`src/hdl/csp_pkg.sv`:
```
// shared types, state codes and fixed-point helpers of the support point unit
package csp_pkg;

  typedef enum logic {
    KIND_PLANE   = 1'b0,
    KIND_ELLIPSE = 1'b1
  } item_kind_t;

  typedef struct packed {
    item_kind_t         kind;
    logic signed [31:0] dir_x;
    logic signed [31:0] dir_y;
    logic signed [31:0] vec_a_x;
    logic signed [31:0] vec_a_y;
    logic signed [31:0] vec_b_x;
    logic signed [31:0] vec_b_y;
    logic [30:0]        radius_x;
    logic [30:0]        radius_y;
    logic               last_element;
  } item_t;

  typedef struct packed {
    logic               start;
    logic signed [31:0] num;
    logic signed [31:0] den;
  } div_req_t;

  typedef struct packed {
    logic               start;
    logic signed [31:0] arg;
  } sqrt_req_t;

  typedef struct packed {
    logic               busy;
    logic signed [31:0] res;
  } unit_rsp_t;

  typedef enum logic [5:0] {
    ST_IDLE, ST_WAIT,
    ST_E1, ST_E2, ST_E3, ST_E4, ST_E5, ST_E6, ST_E7, ST_E8, ST_E9, ST_E10,
    ST_E11, ST_E12, ST_E13, ST_E14,
    ST_P0, ST_P1, ST_P2, ST_P3, ST_P4, ST_P5, ST_P6, ST_P7, ST_P8, ST_P9,
    ST_P10, ST_P11, ST_P12, ST_P13, ST_P14, ST_P15, ST_P16, ST_P17, ST_P18,
    ST_P19, ST_P20, ST_P21, ST_P22, ST_P23, ST_P24, ST_P25, ST_P26, ST_P27,
    ST_P28, ST_P29, ST_P30, ST_P31, ST_P32, ST_P33, ST_P34, ST_P35,
    ST_W1, ST_W2, ST_W3, ST_W4, ST_W5, ST_W6, ST_W7, ST_W8
  } csp_state_t;

  function automatic logic signed [63:0] ext64(input logic signed [31:0] v);
    return 64'(v);
  endfunction

  function automatic logic signed [31:0] sat32(input logic signed [63:0] v);
    if (v > 64'sd2147483647) return 32'sh7fffffff;
    if (v < -64'sd2147483648) return 32'sh80000000;
    return v[31:0];
  endfunction

endpackage

```
`src/hdl/csp_sqrt.sv`:
```
// shared digit-by-digit square root of a fixed-point value
module csp_sqrt
  import csp_pkg::*;
#(
  parameter int FRAC_BITS = 16
) (
  input  logic      clk,
  input  logic      rst,
  input  sqrt_req_t req,
  output unit_rsp_t rsp
);

  logic               busy;
  logic [63:0]        x;
  logic [63:0]        r;
  logic [63:0]        bt;
  logic signed [31:0] res;
  logic [63:0]        trial;

  assign trial = r + bt;

  always_ff @(posedge clk) begin
    if (rst) begin
      busy <= 1'b0;
    end else if (req.start) begin
      busy <= 1'b1;
      x    <= (!req.arg[31] && req.arg != 32'sd0) ? ({32'd0, req.arg} << FRAC_BITS) : 64'd0;
      r    <= '0;
      bt   <= 64'd1 << 62;
    end else if (busy) begin
      if (bt != 64'd0) begin
        if (x >= trial) begin
          x <= x - trial;
          r <= (r >> 1) + bt;
        end else begin
          r <= r >> 1;
        end
        bt <= bt >> 2;
      end else begin
        res  <= r[31:0];
        busy <= 1'b0;
      end
    end
  end

  assign rsp.busy = busy;
  assign rsp.res  = res;

endmodule

```
`config.mk`:
```
export PLATFORM = sky130hd
export DESIGN_NAME = csp_sqrt
export DESIGN_NICKNAME = d
export VERILOG_FILES = /design/src/hdl/csp_pkg.sv /design/src/hdl/csp_sqrt.sv
export SDC_FILE = /design/constraint.sdc
export NUM_CORES = 1
export LEC_CHECK = 0
export BUFFER_PORTS_ARGS = -buffer_cell sky130_fd_sc_hd__clkbuf_2
export CAP_MARGIN = 20
export CORE_AREA = 4 4 171 173
export DETAILED_ROUTE_END_ITERATION = 8
export DIE_AREA = 0 0 175 177
export PLACE_DENSITY = 0.77
export SYNTH_ARGS = -nofsm -noshare
export SYNTH_HDL_FRONTEND = slang
export SYNTH_SLANG_ARGS = --single-unit
```
`constraint.sdc`:
```
create_clock -name clk -period 13.7 [get_ports clk]
set_input_delay 1.37 -clock clk [delete_from_list [all_inputs] [get_ports clk]]
set_output_delay 1.37 -clock clk [all_outputs]
set_load 0.005 [all_outputs]
```
==> flow_summary_export.csv <==
group,metric,value,unit
route,firstDrtPassIters,5,
sta,setup_ws,6.42,ns
global_routing,grt_start_max_net_pins,78,
finish,fin_cells,2241,
floorplanning,core.rowCount,61,
route,vias,14200,
finish,finalNetCount,2016,
global_routing,antenna_found_initial,0,
synthesis,synth_cell_types,92,
worst_hold_path,min_from,"r[0]",
critical_path,reg2reg_from,"r[14]",
placed_design,post-dp-hpwl,33800,µm
route,routedWlPerCell,20.0,µm
floorplanning,initial_core_util,59.3,%
status,status,"complete, no violations",
sta,final.period_utilization,53.1,%
worst_hold_path,worstHoldPathCells,0,
critical_path,end_kind,"flip-flop",
placed_design,place_area,16800,µm²
global_routing,grt_pass1_wl,71400,µm
clock_tree,clockRootBuffer,"clkbuf_16",
synthesis,async_flop_share,0,%
synthesis,netlist_area,16400,µm²
clock_tree,post-cts-setup-buffers,0,
route,wirelength,44800,µm
placed_design,portBuffers,67,
worst_hold_path,hp-class,"flip-flop to flip-flop",
synthesis,synth_area_per_cell,8.94,µm²
global_routing,grtUsageTotal,28.6,%
critical_path,cp_data_arrival_time,7.35,ns
clock_tree,clkTransAtPathRegs,0.09,ns
finish,utilization,63.3,%
synthesis,synth-main-ff-cell,"edfxtp_1",
floorplanning,die_y,177,µm
sta,worst_pin_slew,1.07,ns
clock_tree,numClockSinks,193,
placed_design,dp.cells,2209,
synthesis,ys_ff_latch,193,
finish,antenna_cells,0,
sta,finClkSkew,0.0188,ns
finish,mostFrequentLayoutCell,"edfxtp_1",
global_routing,grt_pass1_vias,13800,
critical_path,r2r_cells,23,
sta,drv_slew,0,
route,drt-initial-drc-count,1172,
finish,syn_to_final_growth,6.80,%
clock_tree,cts_buffer_depth,2,
floorplanning,fp.dieW,175,µm
floorplanning,fp.coreArea,27600,µm²
critical_path,cp_max_fo,64,
flow_run,maxCapViolCount,0,
finish,fin_area,17500,µm²
synthesis,synth_enable_flop_cells,192,
sta,grt_setup_unrepaired,"false",
floorplanning,dieArea,31000,µm²
route,ant_nets,0,
global_routing,grt_overflow,0,
synthesis,synth_top_cell_by_area,"edfxtp_1",
clock_tree,htreeDepth,4,
finish,layout_common_cells,"192 x edfxtp_1, 168 x nand2_1, 162 x nor2_1",
placed_design,post-place-ws,6.63,ns
floorplanning,io_pins,68,
power_and_ir_drop,irDropWorstVdd,0.0985,mV
sta,setup_tns,0,ns
critical_path,cp-start-kind,"flip-flop",
placed_design,gp_congestion,0.938,
sta,layout_min_cycle_time,7.28,ns
clock_tree,cts-resized-gates,0,
critical_path,worst-setup-path-type,"flip-flop to flip-flop",
clock_tree,cts_tree,"built",
sta,relSlewSlack,29.0,%
sta,fmax,0.137,GHz
synthesis,synth_area_leaders,"edfxtp_1 35%, ha_1 9.9%, a21oi_1 4.7%, xnor2_1 4.6%, o21ai_0 4.2%",
critical_path,reg2reg_slack,6.42,ns
synthesis,synth_nets,1997,
power_and_ir_drop,p_leak,0.00643,µW
synthesis,synthCells,1831,
synthesis,seq_area_frac_synth,35.3,%
synthesis,yosysWarnings,0,
sta,hold_viol_final,0,
worst_hold_path,hold_end,"res[0]",
sta,setup_viol,0,
route,vias_per_cell,6.35,
clock_tree,numCtsBuffers,17,
finish,final_layout_size_suffix_gt1_share,8.96,%
clock_tree,insertion_delay,0.46,ns
power_and_ir_drop,powerDensity,139,nW/µm²
route,drc_errors,0,
critical_path,cp.required,13.77,ns
clock_tree,postCtsHoldBufs,0,
critical_path,r2r-end,"x[5]",
synthesis,synth_top_area_share,35.2,%
## sequential cells by signal, summed over array words and instances, names as in the netlist
name / flops
r: 64
x: 64
bt: 32
res: 32
busy: 1
## area by class of cell
cell class	count	area (µm²)
Clock buffer	17	425
Clock inverter	15	228
Sequential cell	193	5790
Inverter	52	195
Fill cell	2396	10100
Timing Repair Buffer	76	405
Multi-Input combinational cell	1510	9980
Tap cell	378	473
## worst max-delay path: stages (launching register included)
cell and delay, ns:
edfxtp_1 0.51, ha_1 0.43, nand3_1 0.10, a211oi_1 0.61, o21ai_0 0.31, nor4_1 0.41, a211oi_2 0.12, o211ai_1 0.31
nand3_1 0.18, a31oi_1 0.22, o21ai_1 0.10, xor2_1 0.17, ha_1 0.37, and3_1 0.21, and3_1 0.16, nand3_1 0.16
a211oi_2 0.36, a211oi_1 0.14, o311ai_1 0.20, a31o_1 0.18, buf_4 0.50, nor2_1 0.18, nor3_2 0.16, buf_4 0.69
## cell usage after synthesis, types with 6 or more instances
cell      number
ha_1         130
nand2_1      168
nor2b_1       49
nand3_1       45
a31oi_1       61
edfxtp_1     192
o211ai_1       8
a31o_2        14
o21bai_1      32
buf_6          6
o31ai_1        8
clkbuf_8       8
inv_1         52
nand2b_1      17
xor2_1        68
a211oi_1      19
nor4_1        20
clkbuf_1      40
a21o_1        24
a21oi_1      155
or3_1         24
xnor2_1       86
buf_2         13
nor2_1       163
a311oi_1       6
and2_1        20
o21ai_0      137
and3_1        19
o21a_1        18
nor3_1        39
a21boi_0       8
nand4_1       49
mux2i_1       11
## how the worst max path moves through the flow
stage | to | from
after global routing | x[10] | r[14]
after detailed placement | x[14] | r[14]
after floorplan | x[0] | r[4]
final | x[5] | r[14]
after CTS | x[33] | r[14]
after global placement | x[0] | r[14]
## report_power, final
part	internal, µW	switching [µW]
Clock	261	294
Sequential	743	62.1
Combinational	412	665
Total	1420	1020
## through the flow
| stage | power, µW | hold slack (ns) |
|---|---|---|
| final | 2440 | 0.478 |
| after CTS | 2430 | 0.473 |
| after floorplan | 1650 | 0.433 |
| after global routing | 2590 | 0.492 |
| after global placement | 1860 | 0.440 |
| after detailed placement | 1870 | 0.451 |
## cells by family after synthesis
family,after synthesis,synth area share [%]
compound gates,569,22.3
xor+xnor,154,8.24
fa+ha+maj,131,10.1
buf+inv,128,3.94
flops,193,35.3
mux,14,0.902
simple gates,642,19.3
## layer usage
layer	global-route usage [%]	wire (µm)
met2	52.4	22800
met5	0	0
met4	11.0	1650
met3	2.09	1560
met1	35.2	18800
No activity file was read; power rests on OpenSTA's default activity.
