<file path="config.mk">
export PLATFORM = sky130hd
export DESIGN_NAME = csp_div
export DESIGN_NICKNAME = d
export VERILOG_FILES = /design/src/hdl/csp_pkg.sv /design/src/hdl/csp_div.sv
export SDC_FILE = /design/constraint.sdc
export NUM_CORES = 1
export LEC_CHECK = 0
export ABC_CLOCK_PERIOD_IN_PS = 12550
export BUFFER_PORTS_ARGS = -buffer_cell sky130_fd_sc_hd__buf_2
export CAP_MARGIN = 20
export CORE_UTILIZATION = 46
export CTS_CLUSTER_SIZE = 20
export DETAILED_ROUTE_END_ITERATION = 10
export GPL_TIMING_DRIVEN = 0
export HOLD_SLACK_MARGIN = 0.15
export SLEW_MARGIN = 20
export SYNTH_ARGS = -nofsm -noshare
export SYNTH_HDL_FRONTEND = slang
export SYNTH_SLANG_ARGS = --single-unit
</file>
<file path="constraint.sdc">
create_clock -name clk -period 12.55 [get_ports clk]
set_clock_uncertainty 0.1 [all_clocks]
set_input_delay 0.6275 -clock clk [delete_from_list [all_inputs] [get_ports clk]]
set_output_delay 0.6275 -clock clk [all_outputs]
set_load 0.01 [all_outputs]
</file>
<file path="src/hdl/csp_pkg.sv">
// shared types, state codes and fixed-point helpers of the support point unit
package csp_pkg;

  typedef enum logic {
    KIND_PLANE   = 1'b0,
    KIND_ELLIPSE = 1'b1
  } item_kind_t;

  typedef struct packed {
    item_kind_t         kind;
    logic signed [31:0] dir_x;
    logic signed [31:0] dir_y;
    logic signed [31:0] vec_a_x;
    logic signed [31:0] vec_a_y;
    logic signed [31:0] vec_b_x;
    logic signed [31:0] vec_b_y;
    logic [30:0]        radius_x;
    logic [30:0]        radius_y;
    logic               last_element;
  } item_t;

  typedef struct packed {
    logic               start;
    logic signed [31:0] num;
    logic signed [31:0] den;
  } div_req_t;

  typedef struct packed {
    logic               start;
    logic signed [31:0] arg;
  } sqrt_req_t;

  typedef struct packed {
    logic               busy;
    logic signed [31:0] res;
  } unit_rsp_t;

  typedef enum logic [5:0] {
    ST_IDLE, ST_WAIT,
    ST_E1, ST_E2, ST_E3, ST_E4, ST_E5, ST_E6, ST_E7, ST_E8, ST_E9, ST_E10,
    ST_E11, ST_E12, ST_E13, ST_E14,
    ST_P0, ST_P1, ST_P2, ST_P3, ST_P4, ST_P5, ST_P6, ST_P7, ST_P8, ST_P9,
    ST_P10, ST_P11, ST_P12, ST_P13, ST_P14, ST_P15, ST_P16, ST_P17, ST_P18,
    ST_P19, ST_P20, ST_P21, ST_P22, ST_P23, ST_P24, ST_P25, ST_P26, ST_P27,
    ST_P28, ST_P29, ST_P30, ST_P31, ST_P32, ST_P33, ST_P34, ST_P35,
    ST_W1, ST_W2, ST_W3, ST_W4, ST_W5, ST_W6, ST_W7, ST_W8
  } csp_state_t;

  function automatic logic signed [63:0] ext64(input logic signed [31:0] v);
    return 64'(v);
  endfunction

  function automatic logic signed [31:0] sat32(input logic signed [63:0] v);
    if (v > 64'sd2147483647) return 32'sh7fffffff;
    if (v < -64'sd2147483648) return 32'sh80000000;
    return v[31:0];
  endfunction

endpackage

</file>
<file path="src/hdl/csp_div.sv">
// shared radix-2 fixed-point divider, truncating toward zero, saturated
module csp_div
  import csp_pkg::*;
#(
  parameter int FRAC_BITS = 16
) (
  input  logic      clk,
  input  logic      rst,
  input  div_req_t  req,
  output unit_rsp_t rsp
);

  localparam int NW = 32 + FRAC_BITS;
  localparam int CW = $clog2(NW + 1);
  localparam logic signed [31:0] ONE = 32'sd1 <<< FRAC_BITS;

  logic              busy;
  logic [CW-1:0]     cnt;
  logic [NW-1:0]     num;
  logic [NW-1:0]     quo;
  logic [31:0]       dmag;
  logic [31:0]       rem;
  logic              neg;
  logic signed [31:0] res;
  logic signed [31:0] den_fix;
  logic [31:0]       amag;
  logic [32:0]       rem_sh;
  logic              ge;
  logic signed [63:0] q64;

  assign den_fix = (req.den == 32'sd0) ? ONE : req.den;
  assign amag    = req.num[31] ? (~req.num + 32'd1) : req.num;
  assign rem_sh  = {rem, num[NW-1]};
  assign ge      = (rem_sh >= {1'b0, dmag});
  assign q64     = neg ? -signed'(64'(quo)) : signed'(64'(quo));

  always_ff @(posedge clk) begin
    if (rst) begin
      busy <= 1'b0;
      cnt  <= '0;
    end else if (req.start) begin
      busy <= 1'b1;
      cnt  <= CW'(NW);
      num  <= {amag, {FRAC_BITS{1'b0}}};
      dmag <= den_fix[31] ? (~den_fix + 32'd1) : den_fix;
      neg  <= req.num[31] ^ den_fix[31];
      rem  <= '0;
      quo  <= '0;
    end else if (busy) begin
      if (cnt != '0) begin
        rem <= ge ? 32'(rem_sh - {1'b0, dmag}) : rem_sh[31:0];
        quo <= {quo[NW-2:0], ge};
        num <= num << 1;
        cnt <= cnt - CW'(1);
      end else begin
        res  <= sat32(q64);
        busy <= 1'b0;
      end
    end
  end

  assign rsp.busy = busy;
  assign rsp.res  = res;

endmodule

</file>
==> out/summary.md <==
The tools report the number of design-rule violations left by the first detailed-router iteration as 504. The path class of the tightest hold or removal check is in -> reg. Clock latency on the worst-skew pair, taken at its later pin, is 0.44 ns. The xor/xnor cell area share of the yosys netlist works out to 0.0946. The average instance in the mapped netlist occupies 10.2 µm². The share of the cycle needed by the critical path after routing is 0.331. The critical path in this run is classified as reg -> reg. The logs give 42100 µm for the global-route wire length before repair and 4 for the deepest level of the CTS H-tree. The number of nets handed over by synthesis was 1233. The number of I/O pins is 100.

Fraction of the mapped netlist area in adder cells: 0.0410. The proportion of layout cells with a drive suffix above 1 came out at 0.159. Kind of end point of the critical path: a flop. In this run, synthesis inferred 177 flip-flops with an integrated enable. Counting the buffers created by CTS gives 17.

The signal on the critical path passes through inv_1, ha_1, or3b_2, nor4_1, nand3_1, o21ai_0, xor2_1, nor4_1, o2111a_1, nor2_1, clkbuf_2, o21ai_1. The netlist area before placement was 0.0115 mm²; the compound-cell area share of the yosys netlist was 0.148. The die covers 0.0256 mm².

The worst setup path is launched from a flop. VDD sags by at most 0.0000982 V. The final route contains 8643 vias. Synthesis inferred 184 register bits. Clock-pin slew was measured on the worst setup and hold paths at 0.07 ns. For this run, the number of standard cells in the final layout without fillers is 1588. The share of total power in sequential cells is 0.455, and the slew of the pin with the lowest slew margin is 0.718 ns. Relative to the synthesized area, the layout overhead comes to 14.4%.

After detailed routing, the average wire length per cell comes to 15.7 µm. The switching power is 0.495 mW, and the core outline area is 0.0244 mm². The largest individual stage delay along the critical path comes from the cell sky130_fd_sc_hd__nor4_1. The smallest clock period supported by the final layout is computed as 4.15 ns.

For the final setup violation count, the log shows 0. Among cell families on the critical path, the largest total delay comes from simple AND/OR/NAND/NOR gates. The most common cell after layout, fill and taps aside was sky130_fd_sc_hd__edfxtp_1. Number of cells upsized or downsized after cts: 0. After detailed routing, the number of remaining DRC violations is 0. The die is 160 µm wide.

Number of I/O port buffers: 96. Setup repair after global routing left no endpoint under its margin. Dividing the detail-routed via count by the number of cells gives 5.44. Relative max-transition margin: 0.521. The flow ran to the end, and the final reports show no timing, DRC or antenna violations. The logs give 0 for the number of inserted diodes and 0.316 for the clock group share of total power. The initial core utilization came out at 0.470.

The total global routing track utilization was 0.204. The via count of the first global-routing pass was 8265. The most numerous cell on the critical path was sky130_fd_sc_hd__nor4_1.

Placement-stage cell area: 0.0126 mm². Once layout is done, the placed cells without fillers occupy 0.0131 mm². After synthesis, the largest family of logic cells by area is simple AND/OR/NAND/NOR gates. Root buffer cell: sky130_fd_sc_hd__clkbuf_16. Counting along the longest clock path gives a buffer depth of 2.

The critical-path maximum fanout is 10, and the number of search-and-repair iterations in the first detailed-routing pass is 5. After routing, the total negative slack on setup checks comes to 0 ns. For the final max-slew violation count, the log shows 0.

The share of synthesized cell area in and, or, nand and nor gates is 0.173. The part of the power in combinational logic is 0.230. TritonCTS built the clock tree. After technology mapping, the gate count stands at 1129. The routed design has 24900 µm of wire.

For the final-stage net count, the log shows 1355. For this design, the sink count on the clock tree is 184. Entering global routing, the biggest net connects 33 pins. The sequential fraction of the synthesis area came out at 0.475.

The completed layout was analyzed and its total power is 1.66 mW. The largest single stage delay on the critical path is 0.58 ns. The HPWL after detailed placement is 18600 µm.

The tools report the number of maximum-capacitance constraint violations as 0. Total setup buffers inserted after CTS: 0. The detail route stage leaves a number of antenna-violating nets equal to 0. The share of async-settable or async-resettable flops after synthesis is 0, and the number of distinct library cells after synthesis is 71. The number of antenna violations at the first check in global routing came out at 0. Placed instance count: 1556. Cell internal power was estimated by the tool at 1.17 mW. In the layout the commonest cells are sky130_fd_sc_hd__edfxtp_1 (177), sky130_fd_sc_hd__nor2_1 (107), sky130_fd_sc_hd__buf_2 (100). For the worst setup path, the data arrival time is 4.24 ns.

The main flop type after synthesis is sky130_fd_sc_hd__edfxtp_1. The global route total overflow is 0. At the worst endpoint, the required time is 12.64 ns. The run gives 0 as the number of warning messages in the yosys log. The switching part of the total power is 0.297, and the global placement routability congestion is 0.872. Static timing analysis puts the maximum clock frequency at 241 MHz. The logs give 0 for the final number of hold-violating endpoints and 4.90 nW for the leakage power summed over all cells. The number of cell rows is 57, and the number of buffers and inverters on the critical path is 2. After clock tree synthesis, the flow added hold-fix buffers numbering 0. The power density normalized to cell area came out at 127 mW/mm². The height of the die is 160 µm, and the multiplexer fraction of the synthesized cell area is 0.0282.
synthesized netlist by cell type (all sizes together), types with 6 or more instances:
| library cell | number | area share |
|---|---|---|
| edfxtp | 177 | 0.46 |
| nor2 | 108 | 0.035 |
| o21ai | 90 | 0.046 |
| xor2 | 75 | 0.057 |
| a21oi | 67 | 0.029 |
| nand2 | 61 | 0.020 |
| nor2b | 58 | 0.032 |
| inv | 57 | 0.019 |
| xnor2 | 49 | 0.037 |
| clkbuf | 43 | 0.014 |
| ha | 36 | 0.039 |
| o31ai | 31 | 0.023 |
| mux2i | 29 | 0.025 |
| nand3 | 29 | 0.013 |
| nor3 | 26 | 0.012 |
| or4 | 21 | 0.014 |
| nor4 | 17 | 0.0093 |
| o41ai | 16 | 0.012 |
| or2 | 15 | 0.0082 |
| or3 | 14 | 0.0081 |
| buf | 12 | 0.0067 |
| a21o | 10 | 0.0065 |
| nand4 | 8 | 0.0044 |
| o21bai | 8 | 0.0052 |
| dfxtp | 7 | 0.012 |
| and3 | 6 | 0.0033 |
| nand2b | 6 | 0.0033 |
power by group through the flow:
stage	logic (mW)	clock network, mW	registers, mW
detailed placement	0.383	0	0.770
finish	0.382	0.525	0.757
floorplan	0.283	0	0.767
CTS	0.385	0.535	0.757
global placement	0.367	0	0.778
global route	0.430	0.558	0.762
worst paths after layout:
check                             start        to  slack, ns  depth (start not counted)
worst max-delay path             quo[0]   res[23]       8.40                         12
worst min-delay path            req[13]  dmag[13]       0.38                          2
worst min register to register   cnt[1]    cnt[1]       0.44                          2
worst max register to register   quo[0]   res[23]       8.40                         12
stage by stage:
| step | util | setup slack [ns] | hold WS, ns |
|---|---|---|---|
| global placement | 0.507 | 1.76 | 0.423 |
| finish | 0.538 | 8.40 | 0.380 |
| CTS | 0.538 | 8.36 | 0.373 |
| global route | 0.538 | 7.99 | 0.384 |
| detailed placement | 0.515 | 8.38 | 0.435 |
| floorplan | - | 5.12 | 0.404 |
layout make-up:
class	count	area, µm²
plain buffers	55	240
clock buffers	17	425
clock inverters	15	139
fillers	2232	11300
inverters	57	214
multi-input cells	833	5590
flip-flops and latches	184	5460
well taps	324	405
repair buffers	103	666
registers in the layout, indices dropped and copies added, names as in the netlist:
name  count
dmag     32
res      32
rem      32
num      32
cnt       6
quo      48
neg       1
busy      1
cells by family (layout without fill, tap and decap cells):
kind of cell | after synthesis | after routing
and+or+nand+nor | 384 | 384
AOI/OAI and AO/OA | 256 | 256
xor gates and xnor gates | 124 | 124
buffers and inverters | 112 | 247
DFF | 184 | 184
adders and majority gates | 37 | 37
muxes | 32 | 32
metal layers:
metal | part of all wire | global-route usage | wire, µm
met3 | 0.036 | 0.0335 | 899
met4 | 0.016 | 0.0567 | 401
met2 | 0.46 | 0.326 | 11400
met5 | 0 | 0 | 0
met1 | 0.49 | 0.287 | 12200
Note: power is estimated with default switching activity, not from simulation.
