`src/hdl/csp_pkg.sv`:
```
// shared types, state codes and fixed-point helpers of the support point unit
package csp_pkg;

  typedef enum logic {
    KIND_PLANE   = 1'b0,
    KIND_ELLIPSE = 1'b1
  } item_kind_t;

  typedef struct packed {
    item_kind_t         kind;
    logic signed [31:0] dir_x;
    logic signed [31:0] dir_y;
    logic signed [31:0] vec_a_x;
    logic signed [31:0] vec_a_y;
    logic signed [31:0] vec_b_x;
    logic signed [31:0] vec_b_y;
    logic [30:0]        radius_x;
    logic [30:0]        radius_y;
    logic               last_element;
  } item_t;

  typedef struct packed {
    logic               start;
    logic signed [31:0] num;
    logic signed [31:0] den;
  } div_req_t;

  typedef struct packed {
    logic               start;
    logic signed [31:0] arg;
  } sqrt_req_t;

  typedef struct packed {
    logic               busy;
    logic signed [31:0] res;
  } unit_rsp_t;

  typedef enum logic [5:0] {
    ST_IDLE, ST_WAIT,
    ST_E1, ST_E2, ST_E3, ST_E4, ST_E5, ST_E6, ST_E7, ST_E8, ST_E9, ST_E10,
    ST_E11, ST_E12, ST_E13, ST_E14,
    ST_P0, ST_P1, ST_P2, ST_P3, ST_P4, ST_P5, ST_P6, ST_P7, ST_P8, ST_P9,
    ST_P10, ST_P11, ST_P12, ST_P13, ST_P14, ST_P15, ST_P16, ST_P17, ST_P18,
    ST_P19, ST_P20, ST_P21, ST_P22, ST_P23, ST_P24, ST_P25, ST_P26, ST_P27,
    ST_P28, ST_P29, ST_P30, ST_P31, ST_P32, ST_P33, ST_P34, ST_P35,
    ST_W1, ST_W2, ST_W3, ST_W4, ST_W5, ST_W6, ST_W7, ST_W8
  } csp_state_t;

  function automatic logic signed [63:0] ext64(input logic signed [31:0] v);
    return 64'(v);
  endfunction

  function automatic logic signed [31:0] sat32(input logic signed [63:0] v);
    if (v > 64'sd2147483647) return 32'sh7fffffff;
    if (v < -64'sd2147483648) return 32'sh80000000;
    return v[31:0];
  endfunction

endpackage

```
`src/hdl/csp_channels.sv`:
```
// valid/ready channel interfaces for input items and support points
interface csp_in_if;
  logic               valid;
  logic               ready;
  logic               mode;
  logic signed [31:0] dir_x;
  logic signed [31:0] dir_y;
  logic signed [31:0] vec_a_x;
  logic signed [31:0] vec_a_y;
  logic signed [31:0] vec_b_x;
  logic signed [31:0] vec_b_y;
  logic [30:0]        radius_x;
  logic [30:0]        radius_y;
  logic               last_element;

  modport source (output valid, mode, dir_x, dir_y, vec_a_x, vec_a_y, vec_b_x, vec_b_y,
                  radius_x, radius_y, last_element, input ready);
  modport sink (input valid, mode, dir_x, dir_y, vec_a_x, vec_a_y, vec_b_x, vec_b_y,
                radius_x, radius_y, last_element, output ready);
endinterface


```
`src/hdl/csp_front.sv`:
```
// front end: takes input beats, tags their kind and queues them for the back end
module csp_front
  import csp_pkg::*;
(
  input  logic   clk,
  input  logic   rst,
  csp_in_if.sink in_ch,
  output logic   q_valid,
  output item_t  q_item,
  input  logic   q_pop
);

  item_t      slots [2];
  logic       wr_ptr;
  logic       rd_ptr;
  logic [1:0] fill;
  logic       push;
  item_t      tagged_item;

  assign in_ch.ready = (fill != 2'd2);
  assign push        = in_ch.valid && in_ch.ready;
  assign q_valid     = (fill != 2'd0);
  assign q_item      = slots[rd_ptr];

  always_comb begin
    tagged_item.kind         = in_ch.mode ? KIND_ELLIPSE : KIND_PLANE;
    tagged_item.dir_x        = in_ch.dir_x;
    tagged_item.dir_y        = in_ch.dir_y;
    tagged_item.vec_a_x      = in_ch.vec_a_x;
    tagged_item.vec_a_y      = in_ch.vec_a_y;
    tagged_item.vec_b_x      = in_ch.vec_b_x;
    tagged_item.vec_b_y      = in_ch.vec_b_y;
    tagged_item.radius_x     = in_ch.radius_x;
    tagged_item.radius_y     = in_ch.radius_y;
    tagged_item.last_element = in_ch.last_element;
  end

  always_ff @(posedge clk) begin
    if (push) slots[wr_ptr] <= tagged_item;
  end

  always_ff @(posedge clk) begin
    if (rst) begin
      wr_ptr <= 1'b0;
      rd_ptr <= 1'b0;
      fill   <= 2'd0;
    end else begin
      if (push) wr_ptr <= ~wr_ptr;
      if (q_pop) rd_ptr <= ~rd_ptr;
      fill <= fill + 2'(push) - 2'(q_pop);
    end
  end

endmodule

```
`src/flat_wrapper.sv`:
```
// flat-port wrapper written by rule: the top's interface ports become plain ports
module csp_front_flat import csp_pkg::*;
  (clk, rst, q_valid, q_item, q_pop, in_ch_valid, in_ch_mode, in_ch_dir_x, in_ch_dir_y, in_ch_vec_a_x, in_ch_vec_a_y, in_ch_vec_b_x, in_ch_vec_b_y, in_ch_radius_x, in_ch_radius_y, in_ch_last_element, in_ch_ready);
  csp_in_if in_ch_i ();
  input  logic clk;
  input  logic rst;
  output logic q_valid;
  output item_t q_item;
  input  logic q_pop;
  input wire logic [$bits(in_ch_i.valid)-1:0] in_ch_valid;
  input wire logic [$bits(in_ch_i.mode)-1:0] in_ch_mode;
  input wire logic [$bits(in_ch_i.dir_x)-1:0] in_ch_dir_x;
  input wire logic [$bits(in_ch_i.dir_y)-1:0] in_ch_dir_y;
  input wire logic [$bits(in_ch_i.vec_a_x)-1:0] in_ch_vec_a_x;
  input wire logic [$bits(in_ch_i.vec_a_y)-1:0] in_ch_vec_a_y;
  input wire logic [$bits(in_ch_i.vec_b_x)-1:0] in_ch_vec_b_x;
  input wire logic [$bits(in_ch_i.vec_b_y)-1:0] in_ch_vec_b_y;
  input wire logic [$bits(in_ch_i.radius_x)-1:0] in_ch_radius_x;
  input wire logic [$bits(in_ch_i.radius_y)-1:0] in_ch_radius_y;
  input wire logic [$bits(in_ch_i.last_element)-1:0] in_ch_last_element;
  output wire logic [$bits(in_ch_i.ready)-1:0] in_ch_ready;
  assign in_ch_i.valid = in_ch_valid;
  assign in_ch_i.mode = in_ch_mode;
  assign in_ch_i.dir_x = in_ch_dir_x;
  assign in_ch_i.dir_y = in_ch_dir_y;
  assign in_ch_i.vec_a_x = in_ch_vec_a_x;
  assign in_ch_i.vec_a_y = in_ch_vec_a_y;
  assign in_ch_i.vec_b_x = in_ch_vec_b_x;
  assign in_ch_i.vec_b_y = in_ch_vec_b_y;
  assign in_ch_i.radius_x = in_ch_radius_x;
  assign in_ch_i.radius_y = in_ch_radius_y;
  assign in_ch_i.last_element = in_ch_last_element;
  assign in_ch_ready = in_ch_i.ready;
  csp_front u_core (.clk(clk), .rst(rst), .in_ch(in_ch_i), .q_valid(q_valid), .q_item(q_item), .q_pop(q_pop));
endmodule
```
`config.mk`:
```
export PLATFORM = sky130hd
export DESIGN_NAME = csp_front_flat
export DESIGN_NICKNAME = d
export VERILOG_FILES = /design/src/hdl/csp_pkg.sv /design/src/hdl/csp_channels.sv /design/src/hdl/csp_front.sv /design/src/flat_wrapper.sv
export SDC_FILE = /design/constraint.sdc
export NUM_CORES = 1
export LEC_CHECK = 0
export BUFFER_PORTS_ARGS = -buffer_cell sky130_fd_sc_hd__buf_2
export CAP_MARGIN = 20
export CORE_AREA = 2 2 246 248
export CTS_CLUSTER_DIAMETER = 60
export DETAILED_ROUTE_END_ITERATION = 16
export DIE_AREA = 0 0 248 250
export PLACE_DENSITY = 0.64
export SLEW_MARGIN = 20
export SYNTH_ARGS = -nofsm -noshare
export SYNTH_HDL_FRONTEND = slang
export SYNTH_SLANG_ARGS = --single-unit
```
`constraint.sdc`:
```
create_clock -name clk -period 18.77 [get_ports clk]
set_clock_uncertainty 0.2 [all_clocks]
set_input_delay 0.9385 -clock clk [delete_from_list [all_inputs] [get_ports clk]]
set_output_delay 0.9385 -clock clk [all_outputs]
set_load 0.01 [all_outputs]
```
==> flow_metrics.env, run 1 <==
export IMPL_hold_viol_final=0
export IMPL_synth_cells=822
export IMPL_finalCritPeriodShare_pct=25.9
export IMPL_setup_viol=0
export IMPL_synth_top_family_by_area="multiplexers"
export IMPL_highest_layer="met5"
export IMPL_synth_edf_count=512
export IMPL_drv_cap=0
export IMPL_outcome="completed"
export IMPL_grt_pass1_vias=10200
export IMPL_grt_max_degree=120
export IMPL_worst_path_max_delay_cell="buf_4"
export IMPL_routabilityCongestion=0.764
export IMPL_htree_levels=2
export IMPL_p_total_mw=2.73
export IMPL_grt_usage_pct=12.4
export IMPL_worstPathCellList="buf_4 > buf_4 > mux2_2 > buf_2"
export IMPL_nets=1636
export IMPL_netlist_top_cells_area="edfxtp_1 82%, mux2_2 15%, buf_6 1.6%"
export IMPL_worstSetupPathType="flip-flop to output port"
export IMPL_ys_async_sr_fraction_pct=0
export IMPL_fin_setup_tns_ns=0
export IMPL_p_per_area_nw_per_um2=115
export IMPL_hp_class="flip-flop to flip-flop"
export IMPL_grt_setup_unrepaired="false"
export IMPL_yosys_cell_types_count=22
export IMPL_ys_seq_area_share_pct=82.3
export IMPL_synth_most_common_cell="edfxtp_1"
export IMPL_clkTransAtPathRegs_ns=0.06
export IMPL_slew_headroom_pct=28.4
export IMPL_die_h_um=250
export IMPL_endpoint_kind="output port"
export IMPL_start_kind="flip-flop"
export IMPL_avgSynthCellArea_um2=22.9
export IMPL_fp_row_count=90
export IMPL_cts_setup_buffers=0
export IMPL_ys_flop_type="edfxtp_1"
export IMPL_die_x_um=248
export IMPL_cp_top_family="buffers and inverters"
export IMPL_clock_sinks=517
export IMPL_multi_input_area_um2=3020
export IMPL_fill_cells=5412
export IMPL_dp_hpwl_mm=26.4
export IMPL_ant_nets=0
export IMPL_syn_area_um2=18800
export IMPL_clock_path_buffers=3
export IMPL_finalWorstPathRequiredPeriod_ns=4.85
export IMPL_via_count=9609
export IMPL_cts_hold_buf=0
export IMPL_clock_latency_ns=0.59
export IMPL_synthTopCellsByCount="512 x edfxtp_1, 257 x mux2_2, 26 x buf_6, 5 x dfxtp_1, 3 x nor2_1"
export IMPL_synthToLayoutAreaGrowth_pct=26.7
export IMPL_drc=0
export IMPL_grt_overflow=0
export IMPL_tightest_slew_ns=1.07
export IMPL_wl_met1_mm=15.1
export IMPL_cts_root_buffer="clkbuf_16"
export IMPL_crit_buf_inv=3
export IMPL_crit_path_max_fanout=78
export IMPL_drtIter0Drc=364
export IMPL_crit_required_ns=17.63
export IMPL_cts_tree="done"
export IMPL_grt_pass1_wl_mm=58.6
export IMPL_max_freq_ghz=0.206
export IMPL_cp_arrival_ns=3.72
export IMPL_yosysTopAreaCellShare_pct=81.8
export IMPL_cts_resized=0
export IMPL_cp_common_cell="buf_4"
export IMPL_met2RoutedLength_mm=20.2
export IMPL_synth_top_area_cell="edfxtp_1"
export IMPL_met3_length_mm=3.86
export IMPL_slew_violations=0
export IMPL_antenna_found_initial=6
export IMPL_cts_made_buffers=54
export IMPL_synth_mux_area_share_pct=15.4
export IMPL_critPathMaxStageDelay_ns=0.85
export IMPL_ir_drop_mv=0.0888
export IMPL_wl_mm=40.1
export IMPL_synth_xor_area_share_pct=0.0466
export IMPL_seq_area_um2=15500
export IMPL_dr_pass1_iters=4
export IMPL_syn_nets=1083
export IMPL_coreArea_um2=59600
export IMPL_io_pins=518
export IMPL_synth_simple_gate_area_share_pct=0.346
export IMPL_avgViaCountPerCell=4.37
export IMPL_drive_gt1_share_pct=60.9
export IMPL_die_area_um2=62000
export IMPL_yosys_area_share_adder_pct=0.0665
export IMPL_ys_ff_latch=517
export IMPL_yosysWarnings=0
export IMPL_synth_compound_area_share_pct=0.146
export IMPL_p_leak_nw=8.73
export IMPL_initial_core_util_pct=31.6
export IMPL_port_buffers=517
export IMPL_wl_per_cell_um=18.2
## worst register-to-register path, delay by kind of cell, from the launching register on
family	cells	cell delay (ns)
buf+inv	2	1.74
flops	1	0.34
simple gates	2	0.93
## where the power goes
group          leakage (nW)  total (mW)  switching, mW  internal [mW]
clock                 0.826        1.01          0.423          0.590
sequential             4.81        1.40         0.0227           1.38
combinational          3.10       0.318          0.179          0.139
total                  8.73        2.73          0.625           2.10
## sequential cells by signal, indices dropped and copies added (netlist names), named ones only
| name | flops |
|---|---|
| u_core.slots | 512 |
| u_core.fill | 2 |
| u_core.rd_ptr | 1 |
| u_core.wr_ptr | 1 |
## cell usage in the layout (no fill, tap or decap), types with 2 or more instances in the layout
master,instances
a21oi_1,2
buf_2,517
buf_4,8
bufinv_16,4
clkbuf_1,12
clkbuf_16,55
clkinv_1,11
clkinv_2,11
dfxtp_1,4
diode_2,2
edfxtp_1,512
inv_8,2
mux2_2,257
nor2_1,3
## stage by stage
step,setup slack (ns),hold WS [ns],util [%],std cells,area (µm²)
floorplan,11.10,0.280,-,822,18800
global placement,14.47,0.296,37.2,2101,22100
detailed placement,14.43,0.305,37.2,2101,22100
CTS,13.77,0.291,40.0,2198,23800
global route,13.65,0.295,40.0,2199,23800
finish,13.92,0.323,40.0,2200,23800
## layout make-up
type,instances,area share [%]
Sequential cell,517,65.0
Multi-Input combinational cell,275,12.7
Timing Repair Buffer,525,11.1
Clock buffer,67,5.96
Tap cell,782,4.11
Clock inverter,30,1.09
Inverter,2,0.0630
Antenna cell,2,0.0210
## routing by layer
layer | vias up | track usage [%]
met5 | - | 0
li1 | 4407 | -
met1 | 4740 | 13.8
met3 | 76 | 4.86
met4 | 10 | 3.93
met2 | 376 | 21.5
## cell families (layout without fill, tap and decap cells)
group,count (synthesis),count (layout)
compound gates,4,4
flops,517,517
fa+ha+maj,1,1
buf+inv,30,624
simple gates,11,11
xor+xnor,1,1
mux,258,258
other cells,0,2
## final timing paths
check / from / end / slack (ns) / cells after the start
worst min-delay path: u_core.rd_ptr$_SDFFE_PP0P_ / flip-flop / 0.32 / 2
worst min register to register: u_core.rd_ptr$_SDFFE_PP0P_ / flip-flop / 0.32 / 2
worst max-delay path: flip-flop / q_item[179] / 13.92 / 4
worst max register to register: u_core.fill[1]$_SDFF_PP0_ / u_core.slots[1][161]$_DFFE_PP_ / 15.06 / 4
Power figures use the tool's default switching activity.
==> run 2: changes to the inputs <==
Settings changed: PLACE_DENSITY 0.64 to 0.66.
Clock period 18.77 ns to 4.15 ns, I/O delays scaled along.
==> flow_metrics.env, run 2 (same netlist as run 1, synthesis figures left out) <==
export IMPL_outcome="completed"
export IMPL_synthToLayoutAreaGrowth_pct=42.4
export IMPL_worstSetupPathType="flip-flop to output port"
export IMPL_fin_setup_tns_ns=0
export IMPL_grt_setup_unrepaired="false"
export IMPL_p_leak_nw=9.98
export IMPL_final_cells=2475
export IMPL_grt_pass1_wl_mm=64.9
export IMPL_clkTransAtPathRegs_ns=0.06
export IMPL_max_freq_ghz=0.343
export IMPL_avgViaCountPerCell=4.34
export IMPL_hold_viol_final=0
export IMPL_cts_root_buffer="clkbuf_16"
export IMPL_placedCellCount=2114
export IMPL_hp_class="primary input to flip-flop"
export IMPL_p_total_mw=12.9
export IMPL_start_kind="flip-flop"
export IMPL_die_x_um=248
export IMPL_fp_row_count=90
export IMPL_grt_overflow=0
export IMPL_clock_sinks=517
export IMPL_via_count=10700
export IMPL_grt_pass1_vias=12000
export IMPL_cts_made_buffers=54
export IMPL_dp_hpwl_mm=27.9
export IMPL_die_area_um2=62000
export IMPL_top_regs="u_core.slots x512, u_core.fill x2"
export IMPL_wl_per_cell_um=17.7
export IMPL_ir_drop_mv=0.465
export IMPL_clock_latency_ns=0.56
export IMPL_layout_common_cells="517 x buf_2, 512 x edfxtp_1, 260 x dlygate4sd3_1, 257 x mux2_2, 57 x clkbuf_16"
export IMPL_cp_arrival_ns=2.51
export IMPL_nets=1909
export IMPL_slew_violations=0
export IMPL_grt_usage_pct=13.5
export IMPL_setup_viol=0
export IMPL_initial_core_util_pct=31.6
export IMPL_tightest_slew_ns=1.02
export IMPL_port_buffers=517
export IMPL_routabilityCongestion=0.788
export IMPL_die_h_um=250
export IMPL_largest_reg_flops=512
export IMPL_grt_max_degree=137
export IMPL_drive_gt1_share_pct=52.3
export IMPL_hold_slack_ns=0.156
export IMPL_antenna_found_initial=4
export IMPL_ant_nets=0
export IMPL_wl_mm=43.9
export IMPL_htree_levels=2
export IMPL_utilization_pct=44.9
export IMPL_drc=0
export IMPL_max_flop_register="u_core.slots"
export IMPL_cts_setup_buffers=0
export IMPL_slew_headroom_pct=32.0
export IMPL_fill_cells=5042
export IMPL_io_pins=518
export IMPL_final_common_cell="buf_2"
export IMPL_finalCritPeriodShare_pct=70.2
export IMPL_p_per_area_nw_per_um2=481
export IMPL_coreArea_um2=59600
export IMPL_dr_pass1_iters=4
export IMPL_crit_required_ns=3.74
export IMPL_clock_path_buffers=3
export IMPL_endpoint_kind="output port"
export IMPL_finalWorstPathRequiredPeriod_ns=2.91
export IMPL_crit_path_max_fanout=54
export IMPL_cts_tree="done"
export IMPL_drtIter0Drc=436
export IMPL_drv_cap=0
-- run 2: cell type report --
cell class	count	area, µm²	share of cell area, %
sequential	517	15500	57.8
timing repair buffer	798	5450	20.3
multi-input combinational	275	3020	11.3
clock buffer	62	1450	5.40
tap	782	978	3.65
clock inverter	37	384	1.43
inverter	2	11.3	0.0421
antenna	2	5.00	0.0187
-- run 2: path summary, 6_finish.rpt --
kind                               from                             end  slack (ns)  depth (start not counted)
max                           flip-flop                      q_item[54]        1.24                          3
min                     in_ch_dir_y[28]  u_core.slots[1][219]$_DFFE_PP_        0.16                          2
max reg2reg   u_core.fill[1]$_SDFF_PP0_  u_core.slots[1][115]$_DFFE_PP_        1.88                          3
min reg2reg  u_core.rd_ptr$_SDFFE_PP0P_      u_core.rd_ptr$_SDFFE_PP0P_        0.31                          2
-- run 2: timing repair --
item                                   CTS  global route
hold buffers                           260             0
resized for setup                        0             0
endpoints found under the hold margin  517             0
-- run 2: report_power, final --
group / internal, mW / switching, mW / total [mW]
Clock: 2.93 / 1.93 / 4.86
Sequential: 6.22 / 0.115 / 6.33
Combinational: 0.822 / 0.867 / 1.69
-- run 2: worst max-delay path, cell delays in order, from the launching register on --
cell	delay, ns
dfxtp_4	0.92
buf_4	0.45
mux2_2	0.39
buf_2	0.14
-- run 2: metal layers --
layer | global-route usage [%] | vias up | wire [µm]
li1 | - | 4944 | -
met1 | 14.3 | 5291 | 16300
met2 | 25.0 | 420 | 22900
met3 | 4.37 | 90 | 3560
met4 | 4.52 | 4 | 1150
met5 | 0 | - | 31
-- run 2: through the flow --
step / setup slack (ns) / area [µm²]
global placement: 1.81 / 22300
global route: 1.04 / 26800
detailed placement: 1.70 / 22300
floorplan: -1.03 / 18800
finish: 1.24 / 26800
CTS: 1.06 / 26800
==> run 3: changes to the inputs <==
Settings changed: PLACE_DENSITY 0.66 to 0.64.
Clock period 4.15 ns to 3 ns, I/O delays scaled along.
==> flow_metrics.env, run 3 (same netlist as run 1, synthesis figures left out) <==
export IMPL_hold_slack_ns=0.0926
export IMPL_r2r_end="u_core.fill[0]$_SDFF_PP0_"
export IMPL_htree_levels=2
export IMPL_critPathMaxStageDelay_ns=0.57
export IMPL_seq_area_um2=15500
export IMPL_initial_core_util_pct=31.6
export IMPL_crit_path_max_fanout=73
export IMPL_drtIter0Drc=463
export IMPL_final_cells=2501
export IMPL_use_met3_pct=4.25
export IMPL_largest_reg_flops=512
export IMPL_die_area_um2=62000
export IMPL_slew_headroom_pct=65.4
export IMPL_avgViaCountPerCell=4.31
export IMPL_routabilityCongestion=0.782
export IMPL_cts_made_buffers=55
export IMPL_min_from="in_ch_dir_x[6]"
export IMPL_nets=1935
export IMPL_hold_viol_final=0
export IMPL_worst_path_max_delay_cell="dfxtp_4"
export IMPL_worstSetupPathType="flip-flop to output port"
export IMPL_die_h_um=250
export IMPL_grt_usage_pct=13.6
export IMPL_fill_cells=5058
export IMPL_grt_max_degree=77
export IMPL_drc=0
export IMPL_slew_violations=0
export IMPL_tightest_slew_ns=0.518
export IMPL_max_freq_ghz=0.393
export IMPL_wl_mm=44.2
export IMPL_p_total_mw=17.9
export IMPL_die_x_um=248
export IMPL_finalCritPeriodShare_pct=84.9
export IMPL_crit_required_ns=2.65
export IMPL_p_leak_nw=10.1
export IMPL_drv_cap=0
export IMPL_dr_pass1_iters=4
export IMPL_endpoint_kind="output port"
export IMPL_drive_gt1_share_pct=52.8
export IMPL_cp_arrival_ns=2.20
export IMPL_final_cell_area_um2=27000
export IMPL_port_buffers=517
export IMPL_worstPathCellList="buf_12 > mux2_2 > buf_2"
export IMPL_grt_overflow=0
export IMPL_clock_latency_ns=0.58
export IMPL_ant_nets=0
export IMPL_setup_viol=0
export IMPL_synthToLayoutAreaGrowth_pct=43.6
export IMPL_ir_drop_mv=0.717
export IMPL_use_met1_pct=14.3
export IMPL_postPlaceCellArea_um2=22600
export IMPL_multi_input_area_um2=3020
export IMPL_clock_sinks=517
export IMPL_fp_row_count=90
export IMPL_finalWorstPathRequiredPeriod_ns=2.55
export IMPL_max_flop_register="u_core.slots"
export IMPL_crit_buf_inv=2
export IMPL_coreArea_um2=59600
export IMPL_cp_top_family="flip-flops"
export IMPL_top_regs="u_core.slots x512, u_core.fill x2"
export IMPL_start_kind="flip-flop"
export IMPL_p_per_area_nw_per_um2=661
export IMPL_hold_path_end="u_core.slots[0][229]$_DFFE_PP_"
export IMPL_wl_per_cell_um=17.7
export IMPL_antenna_found_initial=2
export IMPL_layout_common_cells="517 x buf_2, 512 x edfxtp_1, 262 x dlygate4sd3_1, 257 x mux2_2, 55 x clkbuf_16"
export IMPL_top_usage_layer="met2"
export IMPL_final_common_cell="buf_2"
export IMPL_clkTransAtPathRegs_ns=0.06
export IMPL_reg2regPathDepth=6
export IMPL_grt_pass1_wl_mm=64.9
export IMPL_dp_hpwl_mm=29.4
export IMPL_placedCellCount=2137
export IMPL_r2r_start="u_core.fill[0]$_SDFF_PP0_"
export IMPL_cts_resized=0
export IMPL_grt_use_met2_pct=25.0
export IMPL_utilization_pct=45.3
export IMPL_grt_pass1_vias=11900
export IMPL_outcome="completed"
export IMPL_via_count=10800
export IMPL_clock_path_buffers=3
export IMPL_cts_root_buffer="clkbuf_16"
export IMPL_hp_class="primary input to flip-flop"
export IMPL_cts_setup_buffers=0
export IMPL_reg2reg_setup_slack_ns=0.68
export IMPL_io_pins=518
export IMPL_grt_setup_unrepaired="false"
export IMPL_worstHoldPathCells=2
export IMPL_cts_tree="done"
## run 3: cell count changes in the layout (fill, tap and decap cells not counted)
| cell | previous run | this run |
|---|---|---|
| clkbuf_16 | 57 | 55 |
| clkinv_8 | 1 | 2 |
| buf_4 | 13 | 30 |
| dlygate4sd3_1 | 260 | 262 |
| clkinv_2 | 9 | 12 |
| buf_12 | 8 | 14 |
| clkinv_1 | 12 | 7 |
| clkinvlp_4 | 3 | 2 |
| clkbuf_1 | 5 | 12 |
| clkinv_4 | 5 | 3 |
## run 3: how the worst max path moves through the flow
stage / from / to / depth (start not counted) / slack [ns]
finish: flip-flop / q_item[72] / 3 / 0.45
global route: flip-flop / q_item[223] / 4 / 0.35
CTS: flip-flop / q_item[223] / 4 / 0.38
detailed placement: u_core.fill[1]$_SDFF_PP0_ / u_core.slots[1][77]$_DFFE_PP_ / 4 / 0.91
global placement: u_core.fill[1]$_SDFF_PP0_ / u_core.slots[1][75]$_DFFE_PP_ / 4 / 0.96
floorplan: u_core.fill[1]$_SDFF_PP0_ / u_core.slots[0][0]$_DFFE_PP_ / 3 / -2.18
## run 3: where the power goes
group          switching (mW)  internal [mW]
Combinational            1.25           1.21
Sequential              0.130           8.59
Clock                    2.70           3.98
Total                    4.08           13.8
## run 3: through the flow
step / setup TNS [ns] / setup slack (ns)
floorplan: -896.96 / -2.18
global placement: 0 / 0.958
detailed placement: 0 / 0.907
CTS: 0 / 0.381
global route: 0 / 0.347
finish: 0 / 0.453
## run 3: timing repair
| action | in CTS | in global routing |
|---|---|---|
| setup endpoints to repair | 0 | 0 |
| hold buffers | 262 | 0 |
| endpoints found under the hold margin | 532 | 0 |
## run 3: area by class of cell
cell class	count	share of cell area (%)
well taps	782	3.62
inverters	2	0.0417
flip-flops and latches	517	57.3
clock inverters	33	1.38
multi-input cells	275	11.2
clock buffers	67	5.26
diodes	2	0.0185
repair buffers	823	21.2
## run 3: layer usage
layer | wire length [µm] | part of all wire [%]
met1 | 16300 | 37
met2 | 23100 | 52
met3 | 3520 | 8.0
met4 | 1380 | 3.1
met5 | 0 | 0
## run 3: worst register-to-register path: stages (launching register included)
cell and delay, ns:
dfxtp_1 0.37, inv_1 0.06, ha_1 0.31, nand3_1 0.07
dlygate4sd3_1 0.55, a21oi_1 0.15, dlygate4sd3_1 0.56
